### src/rtl/esd_pkg.sv
package esd_pkg;

    typedef logic [7:0] char_t;
    typedef logic [3:0] nibble_t;

    typedef struct packed {
        logic  ok;
        char_t val;
    } decode_t;

    localparam char_t CHAR_BACKSLASH = 8'h5c;
    localparam char_t CHAR_X         = 8'h78;
    localparam char_t CHAR_ZERO      = 8'h30;
    localparam char_t CHAR_NINE      = 8'h39;
    localparam char_t CHAR_SEVEN     = 8'h37;
    localparam char_t CHAR_LC_A      = 8'h61;
    localparam char_t CHAR_LC_F      = 8'h66;
    localparam char_t CHAR_UC_A      = 8'h41;
    localparam char_t CHAR_UC_F      = 8'h46;

    function automatic decode_t hex_digit(input char_t c);
        decode_t r;
        char_t   t;
        r = '0;
        t = '0;
        if (c >= CHAR_ZERO && c <= CHAR_NINE)
        begin
            r.ok  = 1'b1;
            r.val = c - CHAR_ZERO;
        end
        else if (c >= CHAR_LC_A && c <= CHAR_LC_F)
        begin
            t     = c - CHAR_LC_A;
            r.ok  = 1'b1;
            r.val = t + 8'd10;
        end
        else if (c >= CHAR_UC_A && c <= CHAR_UC_F)
        begin
            t     = c - CHAR_UC_A;
            r.ok  = 1'b1;
            r.val = t + 8'd10;
        end
        return r;
    endfunction

    function automatic decode_t oct_digit(input char_t c);
        decode_t r;
        r = '0;
        if (c >= CHAR_ZERO && c <= CHAR_SEVEN)
        begin
            r.ok  = 1'b1;
            r.val = c - CHAR_ZERO;
        end
        return r;
    endfunction

    function automatic decode_t simple_escape(input char_t c);
        decode_t r;
        r.ok = 1'b1;
        unique case (c)
            8'h61:   r.val = 8'd7;
            8'h62:   r.val = 8'd8;
            8'h66:   r.val = 8'd12;
            8'h6e:   r.val = 8'd10;
            8'h72:   r.val = 8'd13;
            8'h74:   r.val = 8'd9;
            8'h76:   r.val = 8'd11;
            8'h27, 8'h22, 8'h3f, 8'h5c: r.val = c;
            default:
            begin
                r.ok  = 1'b0;
                r.val = '0;
            end
        endcase
        return r;
    endfunction

endpackage

### src/rtl/esd_in_if.sv
interface esd_in_if import esd_pkg::*; ();

    logic  valid;
    logic  ready;
    char_t in_byte;
    logic  final_byte;

    modport source (output valid, output in_byte, output final_byte, input ready);
    modport sink   (input valid, input in_byte, input final_byte, output ready);

endinterface

### src/rtl/esd_out_if.sv
interface esd_out_if import esd_pkg::*; ();

    logic  valid;
    logic  ready;
    logic  out_valid;
    char_t out_byte;
    logic  string_end;

    modport source (output valid, output out_valid, output out_byte, output string_end,
                    input ready);
    modport sink   (input valid, input out_valid, input out_byte, input string_end,
                    output ready);

endinterface

### src/rtl/escape_sequence_decoder.sv
// escape sequence decoder
// in_ch carries one raw character per item (in_byte) and a last-character
// mark (final_byte). out_ch returns exactly one item per input item:
// out_valid says whether out_byte holds a decoded character (out_byte is
// zero otherwise) and string_end echoes final_byte.
// the result is registered and shows on out_ch in the cycle after input accept.
// throughput: one item per cycle; the decode state and the result register
// are both updated in the accepting cycle, so items may follow back to back.
// when the receiver stalls, the result register holds its item and in_ch
// stays ready only if that item is being taken in the same cycle.
// an escape still open after a character marked final_byte is dropped and
// decoding restarts in normal text mode.
// reset: decoding returns to normal text mode and the result register is
// emptied; no item is pending on out_ch after reset.
module escape_sequence_decoder import esd_pkg::*;
(
    input  logic      clk,
    input  logic      rst_n,
    esd_in_if.sink    in_ch,
    esd_out_if.source out_ch
);

    localparam logic [2:0] MODE_TEXT = 3'd0;
    localparam logic [2:0] MODE_ESC  = 3'd1;
    localparam logic [2:0] MODE_HEX1 = 3'd2;
    localparam logic [2:0] MODE_HEX2 = 3'd3;
    localparam logic [2:0] MODE_OCT1 = 3'd4;
    localparam logic [2:0] MODE_OCT2 = 3'd5;

    logic [2:0] mode_reg;
    logic [2:0] mode_next;
    nibble_t    digit_val_reg;
    nibble_t    digit_val_next;
    logic       digit_ok_reg;
    logic       digit_ok_next;

    logic       res_full_reg;
    logic       res_valid_reg;
    char_t      res_byte_reg;
    logic       res_end_reg;

    logic       accept;
    logic       dec_valid;
    char_t      dec_byte;
    decode_t    hex_d;
    decode_t    oct_d;
    decode_t    esc_d;
    decode_t    dig_d;

    assign in_ch.ready = !res_full_reg || out_ch.ready;
    assign accept      = in_ch.valid && in_ch.ready;

    assign hex_d = hex_digit(in_ch.in_byte);
    assign oct_d = oct_digit(in_ch.in_byte);
    assign esc_d = simple_escape(in_ch.in_byte);

    always_comb
    begin
        mode_next      = MODE_TEXT;
        digit_val_next = digit_val_reg;
        digit_ok_next  = digit_ok_reg;
        dec_valid      = 1'b0;
        dec_byte       = '0;
        dig_d          = '0;
        unique case (mode_reg)
            MODE_ESC:
            begin
                if (in_ch.in_byte == CHAR_X)
                    mode_next = MODE_HEX1;
                else if (in_ch.in_byte == CHAR_ZERO)
                    mode_next = MODE_OCT1;
                else
                begin
                    dec_valid = esc_d.ok;
                    dec_byte  = esc_d.val;
                end
            end
            MODE_HEX1, MODE_OCT1:
            begin
                dig_d          = (mode_reg == MODE_HEX1) ? hex_d : oct_d;
                digit_val_next = dig_d.val[3:0];
                digit_ok_next  = dig_d.ok;
                mode_next      = (mode_reg == MODE_HEX1) ? MODE_HEX2 : MODE_OCT2;
            end
            MODE_HEX2:
            begin
                dec_valid = 1'b1;
                if (!digit_ok_reg)
                    dec_byte = '0;
                else if (!hex_d.ok)
                    dec_byte = {4'd0, digit_val_reg};
                else
                    dec_byte = {digit_val_reg, hex_d.val[3:0]};
            end
            MODE_OCT2:
            begin
                dec_valid = 1'b1;
                if (!digit_ok_reg)
                    dec_byte = '0;
                else if (!oct_d.ok)
                    dec_byte = {4'd0, digit_val_reg};
                else
                    dec_byte = {2'd0, digit_val_reg[2:0], oct_d.val[2:0]};
            end
            default:
            begin
                if (in_ch.in_byte == CHAR_BACKSLASH)
                    mode_next = MODE_ESC;
                else
                begin
                    dec_valid = 1'b1;
                    dec_byte  = in_ch.in_byte;
                end
            end
        endcase
        if (in_ch.final_byte)
            mode_next = MODE_TEXT;
    end

    always_ff @(posedge clk or negedge rst_n)
    begin
        if (!rst_n)
        begin
            mode_reg      <= MODE_TEXT;
            digit_val_reg <= '0;
            digit_ok_reg  <= 1'b0;
        end
        else if (accept)
        begin
            mode_reg      <= mode_next;
            digit_val_reg <= digit_val_next;
            digit_ok_reg  <= digit_ok_next;
        end
    end

    always_ff @(posedge clk or negedge rst_n)
    begin
        if (!rst_n)
            res_full_reg <= 1'b0;
        else if (accept)
            res_full_reg <= 1'b1;
        else if (out_ch.ready)
            res_full_reg <= 1'b0;
    end

    always_ff @(posedge clk)
    begin
        if (accept)
        begin
            res_valid_reg <= dec_valid;
            res_byte_reg  <= dec_valid ? dec_byte : '0;
            res_end_reg   <= in_ch.final_byte;
        end
    end

    assign out_ch.valid      = res_full_reg;
    assign out_ch.out_valid  = res_valid_reg;
    assign out_ch.out_byte   = res_byte_reg;
    assign out_ch.string_end = res_end_reg;

    // a result without a decoded character carries a zero byte
    assert property (@(posedge clk) disable iff (!rst_n)
        (out_ch.valid && !out_ch.out_valid) |-> (out_ch.out_byte == '0))
        else $error("empty result with nonzero byte");

    // the last character of a string always closes any open escape
    assert property (@(posedge clk) disable iff (!rst_n)
        (accept && in_ch.final_byte) |=> (mode_reg == MODE_TEXT))
        else $error("escape left open past end of string");

    // only the six defined modes are ever reached
    assert property (@(posedge clk) disable iff (!rst_n)
        (mode_reg <= MODE_OCT2))
        else $error("undefined decode mode");

    // a held result blocks the input side
    assert property (@(posedge clk) disable iff (!rst_n)
        (out_ch.valid && !out_ch.ready) |-> !in_ch.ready)
        else $error("input taken while result stalled");

    // every accepted item shows a result in the next cycle
    assert property (@(posedge clk) disable iff (!rst_n)
        accept |=> (out_ch.valid && out_ch.string_end == $past(in_ch.final_byte)))
        else $error("result missing after accept");

endmodule
### src/flat_wrapper.sv
// flat-port wrapper written by rule: the top's interface ports become plain ports
module escape_sequence_decoder_flat import esd_pkg::*;
  (clk, rst_n, in_ch_valid, in_ch_in_byte, in_ch_final_byte, in_ch_ready, out_ch_valid, out_ch_out_valid, out_ch_out_byte, out_ch_string_end, out_ch_ready);
  esd_in_if in_ch_i ();
  esd_out_if out_ch_i ();
  input  logic clk;
  input  logic rst_n;
  input wire logic [$bits(in_ch_i.valid)-1:0] in_ch_valid;
  input wire logic [$bits(in_ch_i.in_byte)-1:0] in_ch_in_byte;
  input wire logic [$bits(in_ch_i.final_byte)-1:0] in_ch_final_byte;
  output wire logic [$bits(in_ch_i.ready)-1:0] in_ch_ready;
  output wire logic [$bits(out_ch_i.valid)-1:0] out_ch_valid;
  output wire logic [$bits(out_ch_i.out_valid)-1:0] out_ch_out_valid;
  output wire logic [$bits(out_ch_i.out_byte)-1:0] out_ch_out_byte;
  output wire logic [$bits(out_ch_i.string_end)-1:0] out_ch_string_end;
  input wire logic [$bits(out_ch_i.ready)-1:0] out_ch_ready;
  assign in_ch_i.valid = in_ch_valid;
  assign in_ch_i.in_byte = in_ch_in_byte;
  assign in_ch_i.final_byte = in_ch_final_byte;
  assign in_ch_ready = in_ch_i.ready;
  assign out_ch_valid = out_ch_i.valid;
  assign out_ch_out_valid = out_ch_i.out_valid;
  assign out_ch_out_byte = out_ch_i.out_byte;
  assign out_ch_string_end = out_ch_i.string_end;
  assign out_ch_i.ready = out_ch_ready;
  escape_sequence_decoder u_core (.clk(clk), .rst_n(rst_n), .in_ch(in_ch_i), .out_ch(out_ch_i));
endmodule
### config.mk
export PLATFORM = sky130hd
export DESIGN_NAME = escape_sequence_decoder_flat
export DESIGN_NICKNAME = d
export VERILOG_FILES = /design/src/rtl/esd_pkg.sv /design/src/rtl/esd_in_if.sv /design/src/rtl/esd_out_if.sv /design/src/rtl/escape_sequence_decoder.sv /design/src/flat_wrapper.sv
export SDC_FILE = /design/constraint.sdc
export NUM_CORES = 1
export LEC_CHECK = 0
export ABC_AREA = 0
export BUFFER_PORTS_ARGS = -buffer_cell sky130_fd_sc_hd__buf_2
export CAP_MARGIN = 0
export CORE_MARGIN = 2
export CORE_UTILIZATION = 50
export DETAILED_ROUTE_END_ITERATION = 10
export MAX_ROUTING_LAYER = met4
export PLACE_DENSITY = 0.81
export RECOVER_POWER = 50
export SLEW_MARGIN = 20
export SYNTH_ARGS = -nofsm -noshare
export SYNTH_HDL_FRONTEND = slang
export SYNTH_SLANG_ARGS = --single-unit
### constraint.sdc
create_clock -name clk -period 1.6 [get_ports clk]
set_input_delay 0 -clock clk [delete_from_list [all_inputs] [get_ports clk]]
set_output_delay 0 -clock clk [all_outputs]
set_load 0.05 [all_outputs]
==> results.md, run 1 <==
Final layout:
- The share of post-route cells with drive strength above 1 is 0.380.
- Leaving out fill and tap cells, the most frequent cells in the layout are 42 x sky130_fd_sc_hd__buf_4, 17 x sky130_fd_sc_hd__nand2_1, 16 x sky130_fd_sc_hd__nor2_1.
- After routing the design area is between 2000 and 2500 um2.
- The final net count is 263.
- The relative area change from synthesis to final layout is 38.3%.
- The final standard cell count with taps included and fillers excluded is slightly below 300.
- The area occupied by multi-input gates is about 1100 um2.
- The flip-flop count of the largest register, all copies and words added is 8.
- The number of antenna diodes in the final layout is 0.
- In the final layout, flip-flops and latches occupy between 500 and 600 um2.
- Leaving out fill and tap cells, the most frequent cell in the layout is sky130_fd_sc_hd__buf_4.
- Fill cells in the final layout number 251.
- For this run, the share of the core covered by cells in the final layout is 0.720.

Setup path:
- The critical path in this run is classified as flip-flop to flip-flop.
- The start of the worst register-to-register path is u_core.mode_reg[2]$_DFFE_PN0P_.
- The sort of element at the start of the critical path is a flip-flop.
- The data arrival time of the worst path is around 1800 ps.
- The maximum fanout along the worst path is 4.
- The number of cells on the worst reg-to-reg path is 5.
- The endpoint type of the worst setup path is a flip-flop.
- The slack of the worst reg-to-reg path is -70 ps.
- The beginning of the critical path is u_core.mode_reg[2]$_DFFE_PN0P_.
- The end of the worst register-to-register path is u_core.out_ch.out_byte[0]$_SDFFCE_PN0P_.
- The required time at the endpoint of the critical path is 1760 ps.
- Following the worst setup path forward leads to its endpoint at u_core.out_ch.out_byte[0]$_SDFFCE_PN0P_.

Logic synthesis:
- For this run, the leading register cell type out of synthesis is sky130_fd_sc_hd__edfxtp_1.
- In this run, synthesis produced a sequential element count of 19.
- Synthesis produced a netlist with a net count of roughly 200.
- The area of the mapped netlist is around 1600 um2.
- Each instance of the synthesized netlist takes up on average 8.71 um2.
- The register area share after synthesis is 0.333.
- The number of enable-type register cells in the synthesized netlist is 10.
- The post-synthesis cell count is roughly 180.
- The synthesized netlist contains 58 unique library cells.
- The number of warnings printed during yosys synthesis is 0.
- The share of flip-flops with an asynchronous set or reset is 0.474.

Detailed routing:
- The first routing iteration left 95 violations.
- In the final routed layout, each cell accounts on average for roughly 16 um.
- The remaining antenna violation count is 0.
- The via-per-instance ratio is slightly below 6.
- After detailed routing, the total wire length is approximately 4600 um.
- For this block, the via count after detailed routing is about 1700.
- The pre-antenna-repair detailed-routing pass consisted of 6 iterations.
- The number of remaining DRC errors is 0.

Global routing:
- For this run the aggregate overflow at the end of global routing stands at 0.
- Entering global routing, the biggest net connects 19 pins.
- The initial antenna violation count came to 0.
- The via count of the first global-routing pass was ~1600.
- The wire length of the first global-routing pass is approximately 7400 um.
- For this run, the total global-route usage over all layers was measured as 0.284.

Die:
- In this run the horizontal extent of the chip is around 60 um.
- The number of standard-cell rows in the floorplan is 20.
- The standard cell core area is 3030 um2.
- Pin placement for this block handled 25 I/O pins.
- The initial standard-cell utilization of the core is 0.521.
- In this run the vertical extent of the chip is between 60 and 70 um.
- The area of the die is roughly 3600 um2.

Clock tree:
- Clock-pin slew was measured on the worst setup and hold paths at between 100 and 150 ps.
- TritonCTS built the clock tree.
- The buffer cell driving the clock tree root is sky130_fd_sc_hd__clkbuf_4.
- At the later pin of the worst-skew pair, clock insertion delay measures roughly 310 ps.
- The longest clock path from root to sink contains 2 buffers.
- The number of buffers created by CTS is 3.
- The H-tree depth reported by CTS is 1.
- The CTS sink count is 19.

Timing:
- The number of endpoints failing setup at the final stage is 6.
- The shortest period the worst path allows is ~1700 ps.
- The maximum clock frequency is about 600 MHz.
- The final setup TNS is -242 ps.
- Setup repair after global routing could not meet its margin everywhere.
- The ratio of final minimum period to clock period is 1.05.
- The final setup slack of the worst path is -73.2 ps.
- The count of pins over their slew limit is 0.
- The transition time of the tightest slew-check pin is ~700 ps.
- Measured against its own limit, the worst slew margin works out to 0.535.
- The final hold violation count is 0.
- The maximum clock skew at final layout is just under 6 ps.

Pwr:
- Of the total power, the share spent switching nets is 0.333.
- The cell leakage power is approximately 0.88 nW.
- The part of the total power dissipated in sequential elements is 0.491.
- The worst-case IR drop observed on VDD is 0.218 mV.
- The internal power is 0.759 mW.
- The switching power is 0.380 mW.
- The share of total power dissipated in combinational logic is 0.284.
- The total power density per cell area is roughly 520 nW/um2.
- The clock group share of total power is 0.226.

Placed design:
- The detailed-placement wirelength estimate is approximately 3500 um.
- Port buffering added 24 buffers.
- The worst slack at placement is -200 ps.
- Once placement completed, the tool counted placed cells totaling between 200 and 300.
- The congestion estimate from routability-driven global placement came to 0.966.
- Summing all placed instances gives a cell area of approximately 2000 um2.

Outcome:
- The final reports fail on negative setup slack.
- The flow ran to the end, but the final reports show violations.

Job:
- The tool flagged a number of max-cap violations equal to 0.

Worst hold path:
- The worst hold path belongs to the class primary input to flip-flop.
## worst min-delay path by stage
| stage | startpoint | endpoint | slack, ps | cells past startpoint |
|---|---|---|---|---|
| 3_3_place_gp | rst_n | u_core.mode_reg[2]$_DFFE_PN0P_ | -130 | 1 |
| 6_report | in_ch_in_byte[3] | u_core.mode_reg[1]$_DFFE_PN0P_ | 120 | 4 |
| 2_1_floorplan | rst_n | u_core.digit_ok_reg$_DFFE_PN0P_ | -300 | 0 |
| 5_1_grt | in_ch_in_byte[3] | u_core.mode_reg[1]$_DFFE_PN0P_ | 160 | 4 |
| 4_1_cts | rst_n | u_core.mode_reg[2]$_DFFE_PN0P_ | 80 | 2 |
| 3_5_place_dp | rst_n | u_core.mode_reg[2]$_DFFE_PN0P_ | -110 | 1 |
## cell type report
class | count | area share
Clock buffer | 3 | 0.0103
Clock inverter | 1 | 0.00230
Inverter | 8 | 0.0138
Multi-Input combinational cell | 143 | 0.490
Sequential cell | 19 | 0.242
Tap cell | 44 | 0.0253
Timing Repair Buffer | 71 | 0.217
## cells by family after synthesis
group,after synthesis,synth area share
compound gates,56,0.262
xor+xnor,1,0.00556
fa+ha+maj,4,0.0317
buf+inv,19,0.0651
flops,19,0.333
mux,4,0.0294
simple gates,78,0.273
## through the flow
step           hold WS [ps]  power [mW]
5_1_grt                 162        1.18
6_report                125        1.14
2_1_floorplan          -296       0.760
3_3_place_gp           -126       0.868
3_5_place_dp           -113       0.875
4_1_cts                78.5        1.13
## power by group through the flow
| stage | combinational (mW) | clock, mW | sequential, mW |
|---|---|---|---|
| finish | 0.323 | 0.257 | 0.559 |
| global route | 0.346 | 0.272 | 0.561 |
| CTS | 0.319 | 0.255 | 0.557 |
| detailed placement | 0.307 | 0 | 0.568 |
| global placement | 0.301 | 0 | 0.567 |
| floorplan | 0.142 | 0 | 0.617 |
## synthesized netlist by cell type (all sizes together) (3+ instances only)
master	n	area (um2)
nand2b	4	25.0
nor3	5	25.0
nand2	19	71.3
a21oi	11	58.8
nor2	16	60.1
ha	4	50.1
edfxtp	10	300
a31oi	5	31.3
a22oi	5	42.5
buf	8	60.1
inv	8	30.0
o21ai	14	70.1
nand4	4	25.0
dfrtp	9	225
clkbuf	3	12.5
nand4b	3	26.3
nand3	8	40.0
## layer usage
layer / share of wire / global-route usage / vias to the layer above / wire (um)
li1: - / - / 820 / -
met1: 0.41 / 0.340 / 786 / 1900
met2: 0.50 / 0.495 / 72 / 2300
met3: 0.069 / 0.0108 / 13 / 319
met4: 0.026 / 0.121 / 0 / 121
met5: 0 / - / - / 0
## worst max-delay path, stage by stage, from the launching register on
cell	delay, ps
sky130_fd_sc_hd__dfrtp_1	390
sky130_fd_sc_hd__or3b_4	420
sky130_fd_sc_hd__a31oi_4	200
sky130_fd_sc_hd__o21a_1	220
sky130_fd_sc_hd__a32oi_1	170
sky130_fd_sc_hd__o211ai_1	110
## timing repair
item | in CTS | in global routing
resized for setup | 10 | 13
hold buffers | 4 | 0
setup endpoints to repair | 8 | 15
buffers inserted | 1 | 0
endpoints found under the hold margin | 11 | 0
pin swaps | 3 | 7
Power figures use the tool's default switching activity.
==> inputs of run 2 (changes only) <==
--- a/config.mk
+++ b/config.mk
@@ -9,10 +9,10 @@
 export BUFFER_PORTS_ARGS = -buffer_cell sky130_fd_sc_hd__buf_2
 export CAP_MARGIN = 0
 export CORE_MARGIN = 2
-export CORE_UTILIZATION = 50
+export CORE_UTILIZATION = 35
 export DETAILED_ROUTE_END_ITERATION = 10
 export MAX_ROUTING_LAYER = met4
-export PLACE_DENSITY = 0.81
+export PLACE_DENSITY = 0.62
 export RECOVER_POWER = 50
 export SLEW_MARGIN = 20
 export SYNTH_ARGS = -nofsm -noshare
==> results.md, run 2 (same netlist as run 1, synthesis figures left out) <==
Global routing:
- The initial antenna violation count was 0 (unchanged).
- The pin count of the biggest net entering global routing came to 17 (-2).
- The sum of overflow across all layers after global routing is 0 (unchanged).
- The wire length of the first global-routing pass was 7230 um (-2.1%).
- The via count of the first global-routing pass is 1543 (-3.7%).
- The overall track demand over capacity in global routing was 0.180 (-0.104).

Die:
- The floorplan die width is 71.1 um (+18%).
- The area of the die is 5060 um2 (+40%).
- The standard cell core area came to 4350 um2 (+44%).
- The number of standard-cell rows in the floorplan is 24 (+20%).
- The I/O pin count is 25 (unchanged).
- The height of the die is 71.1 um (+18%).
- The initial standard-cell utilization of the core came to 0.362 (-0.159).

Timing:
- The maximum clock skew at final layout is 7.17 ps (+1.39 ps).
- Setup repair after global routing could not meet its margin everywhere.
- The shortest period the worst path allows was 1620 ps (-55.7 ps).
- The transition time of the tightest slew-check pin is 600 ps (-97.2 ps).
- The final hold violation count is 0 (unchanged).
- The final setup TNS came to -57.3 ps (+185 ps).
- The count of pins over their slew limit is 0 (unchanged).
- The maximum clock frequency is 618 MHz (+3.4%).
- The final setup slack of the worst path is -17.5 ps (+55.7 ps).
- The number of endpoints failing setup at the final stage is 4 (-2).
- The remaining max-slew budget at the tightest pin is 0.602 (+0.0665).
- The ratio of final minimum period to clock period is 1.01 (-0.0348).

Clock tree:
- The buffer cell driving the clock tree root is sky130_fd_sc_hd__clkbuf_8.
- The H-tree depth reported by CTS was 1 (unchanged).
- The maximum buffer depth of the clock tree is 2 (unchanged).
- The CTS sink count is 19 (unchanged).
- The number of buffers created by CTS was 3 (unchanged).
- The CTS clock-pin slew for the worst setup and hold paths came to 70 ps (-50 ps).
- TritonCTS built the clock tree.
- The insertion delay to the later sink of the worst-skew pair is 250 ps (-60 ps).

Detailed routing:
- The average detailed-routed wire length per instance is 14.8 um (-7.6%).
- The via-per-instance ratio is 5.55 (-5.1%).
- The count of routing violations after the opening detailed-route iteration is 142 (+49%).
- The iteration count of the initial detailed-routing pass is 4 (-2).
- The via count of the routed design is 1616 (-4.4%).
- The final routed wirelength across all metal layers is 4320 um (-7.0%).
- The remaining antenna violation count is 0 (unchanged).
- The number of remaining DRC errors is 0 (unchanged).

Placed design:
- The detailed-placement wirelength estimate is 3400 um (-3.5%).
- The quantity of I/O buffers inserted on ports was 24 (unchanged).
- The cell count after placement came to 284 (+1.4%).
- The final weighted congestion of routability-driven global placement is 0.902 (-6.7%).

Pwr:
- The part of the total power dissipated in sequential elements was 0.466 (-0.025).
- The switching share of power is 0.306 (-0.0277).
- The part of the power in combinational logic is 0.262 (-0.022).
- The total power density per cell area was 558 nW/um2 (+6.8%).
- The switching power came to 0.367 mW (-3.3%).
- The cell leakage power is 0.849 nW (-3.7%).
- The peak ir drop on the vdd network is 0.241 mV (+10%).
- The internal power is 0.833 mW (+9.8%).
- The clock group share of total power is 0.272 (+0.046).

Job:
- The number of maximum-capacitance constraint violations was 0 (unchanged).

Setup path:
- The sort of element at the start of the critical path is a flip-flop.
- The data arrival time of the worst path came to 1620 ps (-210 ps).
- The maximum fanout along the worst path is 8 (+4).
- The endpoint type of the worst setup path is a flip-flop.
- The critical path class is flip-flop to flip-flop.
- The required time at the endpoint of the critical path is 1600 ps (-160 ps).

Outcome:
- The checks that failed: negative setup slack.
- The flow ran to the end, but the final reports show violations.

Final layout:
- The flip-flop count of the largest register, all copies and words added came to 8 (unchanged).
- The library cell used most frequently in the layout, excluding fill and tap cells, is sky130_fd_sc_hd__buf_4.
- Compared with the post-synthesis result, the final layout area differs by 36.5%.
- The end-of-flow core utilization is 0.494 (-0.226).
- The number of filler instances in the final layout is 418 (+67%).
- The antenna diode count is 0 (unchanged).
- The final net count was 257 (-2.3%).
- The final standard cell count with taps included and fillers excluded came to 291 (+0.69%).
- Leaving out fill and tap cells, the most frequent cells in the layout are 36 x sky130_fd_sc_hd__buf_4, 16 x sky130_fd_sc_hd__nand2_1, 16 x sky130_fd_sc_hd__nor2_1.
- The register cell area after layout is 527 um2 (unchanged).
- The share of post-route cells with drive strength above 1 is 0.364 (-0.0156).
- The area occupied by multi-input gates is 1050 um2 (-1.9%).

Worst hold path:
- The path class of the tightest hold or removal check is primary input to flip-flop.
run 2: cell count changes in the layout (fill, tap and decap cells not counted), sizes merged:
cell / before / now
clkbuf: 14 / 15
buf: 56 / 50
dlygate4sd3: 4 / 3
run 2: path summary, 6_finish.rpt:
kind	startpoint	to	slack (ps)	depth (start not counted)
setup / recovery	u_core.mode_reg[1]$_DFFE_PN0P_	u_core.out_ch.out_byte[4]$_SDFFCE_PN0P_	-20	5
hold / removal	out_ch_ready	u_core.out_ch.valid$_DFFE_PN0P_	50	3
setup reg to reg	u_core.mode_reg[1]$_DFFE_PN0P_	u_core.out_ch.out_byte[4]$_SDFFCE_PN0P_	-20	5
hold reg to reg	u_core.out_ch.valid$_DFFE_PN0P_	u_core.out_ch.valid$_DFFE_PN0P_	550	2
max in group asynchronous	rst_n	u_core.out_ch.valid$_DFFE_PN0P_	980	2
min in group asynchronous	rst_n	u_core.mode_reg[2]$_DFFE_PN0P_	240	2
run 2: stage by stage:
step	setup WS [ps]	cell area [um2]	hold WS [ps]	power (mW)
final	-17.5	2150	49.7	1.20
after detailed placement	-189	2020	-129	0.876
after floorplan	-66.5	1630	-296	0.760
after global placement	-153	2020	-131	0.874
after CTS	-31.0	2150	9.39	1.21
after global routing	-90.0	2150	81.9	1.26
run 2: critical path, stage by stage, from the launching register on:
cell	delay, ps
sky130_fd_sc_hd__dfrtp_1	380
sky130_fd_sc_hd__buf_4	160
sky130_fd_sc_hd__or3_4	400
sky130_fd_sc_hd__and2_4	170
sky130_fd_sc_hd__o211ai_1	170
sky130_fd_sc_hd__nand2_1	90
run 2: repair_timing:
action / 4_1_cts / 5_1_grt
buffers inserted: 0 / 0
gates resized for setup: 13 / 9
hold endpoints to repair: 11 / 0
pin swaps: 4 / 3
endpoints found under the setup margin: 9 / 12
hold buffers: 3 / 0
run 2: per-layer routing:
layer	global-route usage	wire length, um
met3	0.00855	231
met1	0.238	1920
met5	-	0
met2	0.310	2150
met4	0.0335	19
run 2: final cells by class:
cell class	count	share of cell area
multi-input combinational	143	0.487
sequential	19	0.245
timing repair buffer	65	0.203
tap	52	0.0302
clock buffer	3	0.0192
inverter	8	0.0140
clock inverter	1	0.00233
run 2: power groups by stage:
stage	Sequential [mW]	Clock (mW)	Combinational, mW
floorplan	0.617	0	0.142
global placement	0.568	0	0.305
detailed placement	0.568	0	0.308
CTS	0.559	0.334	0.318
global route	0.561	0.361	0.340
finish	0.559	0.327	0.314
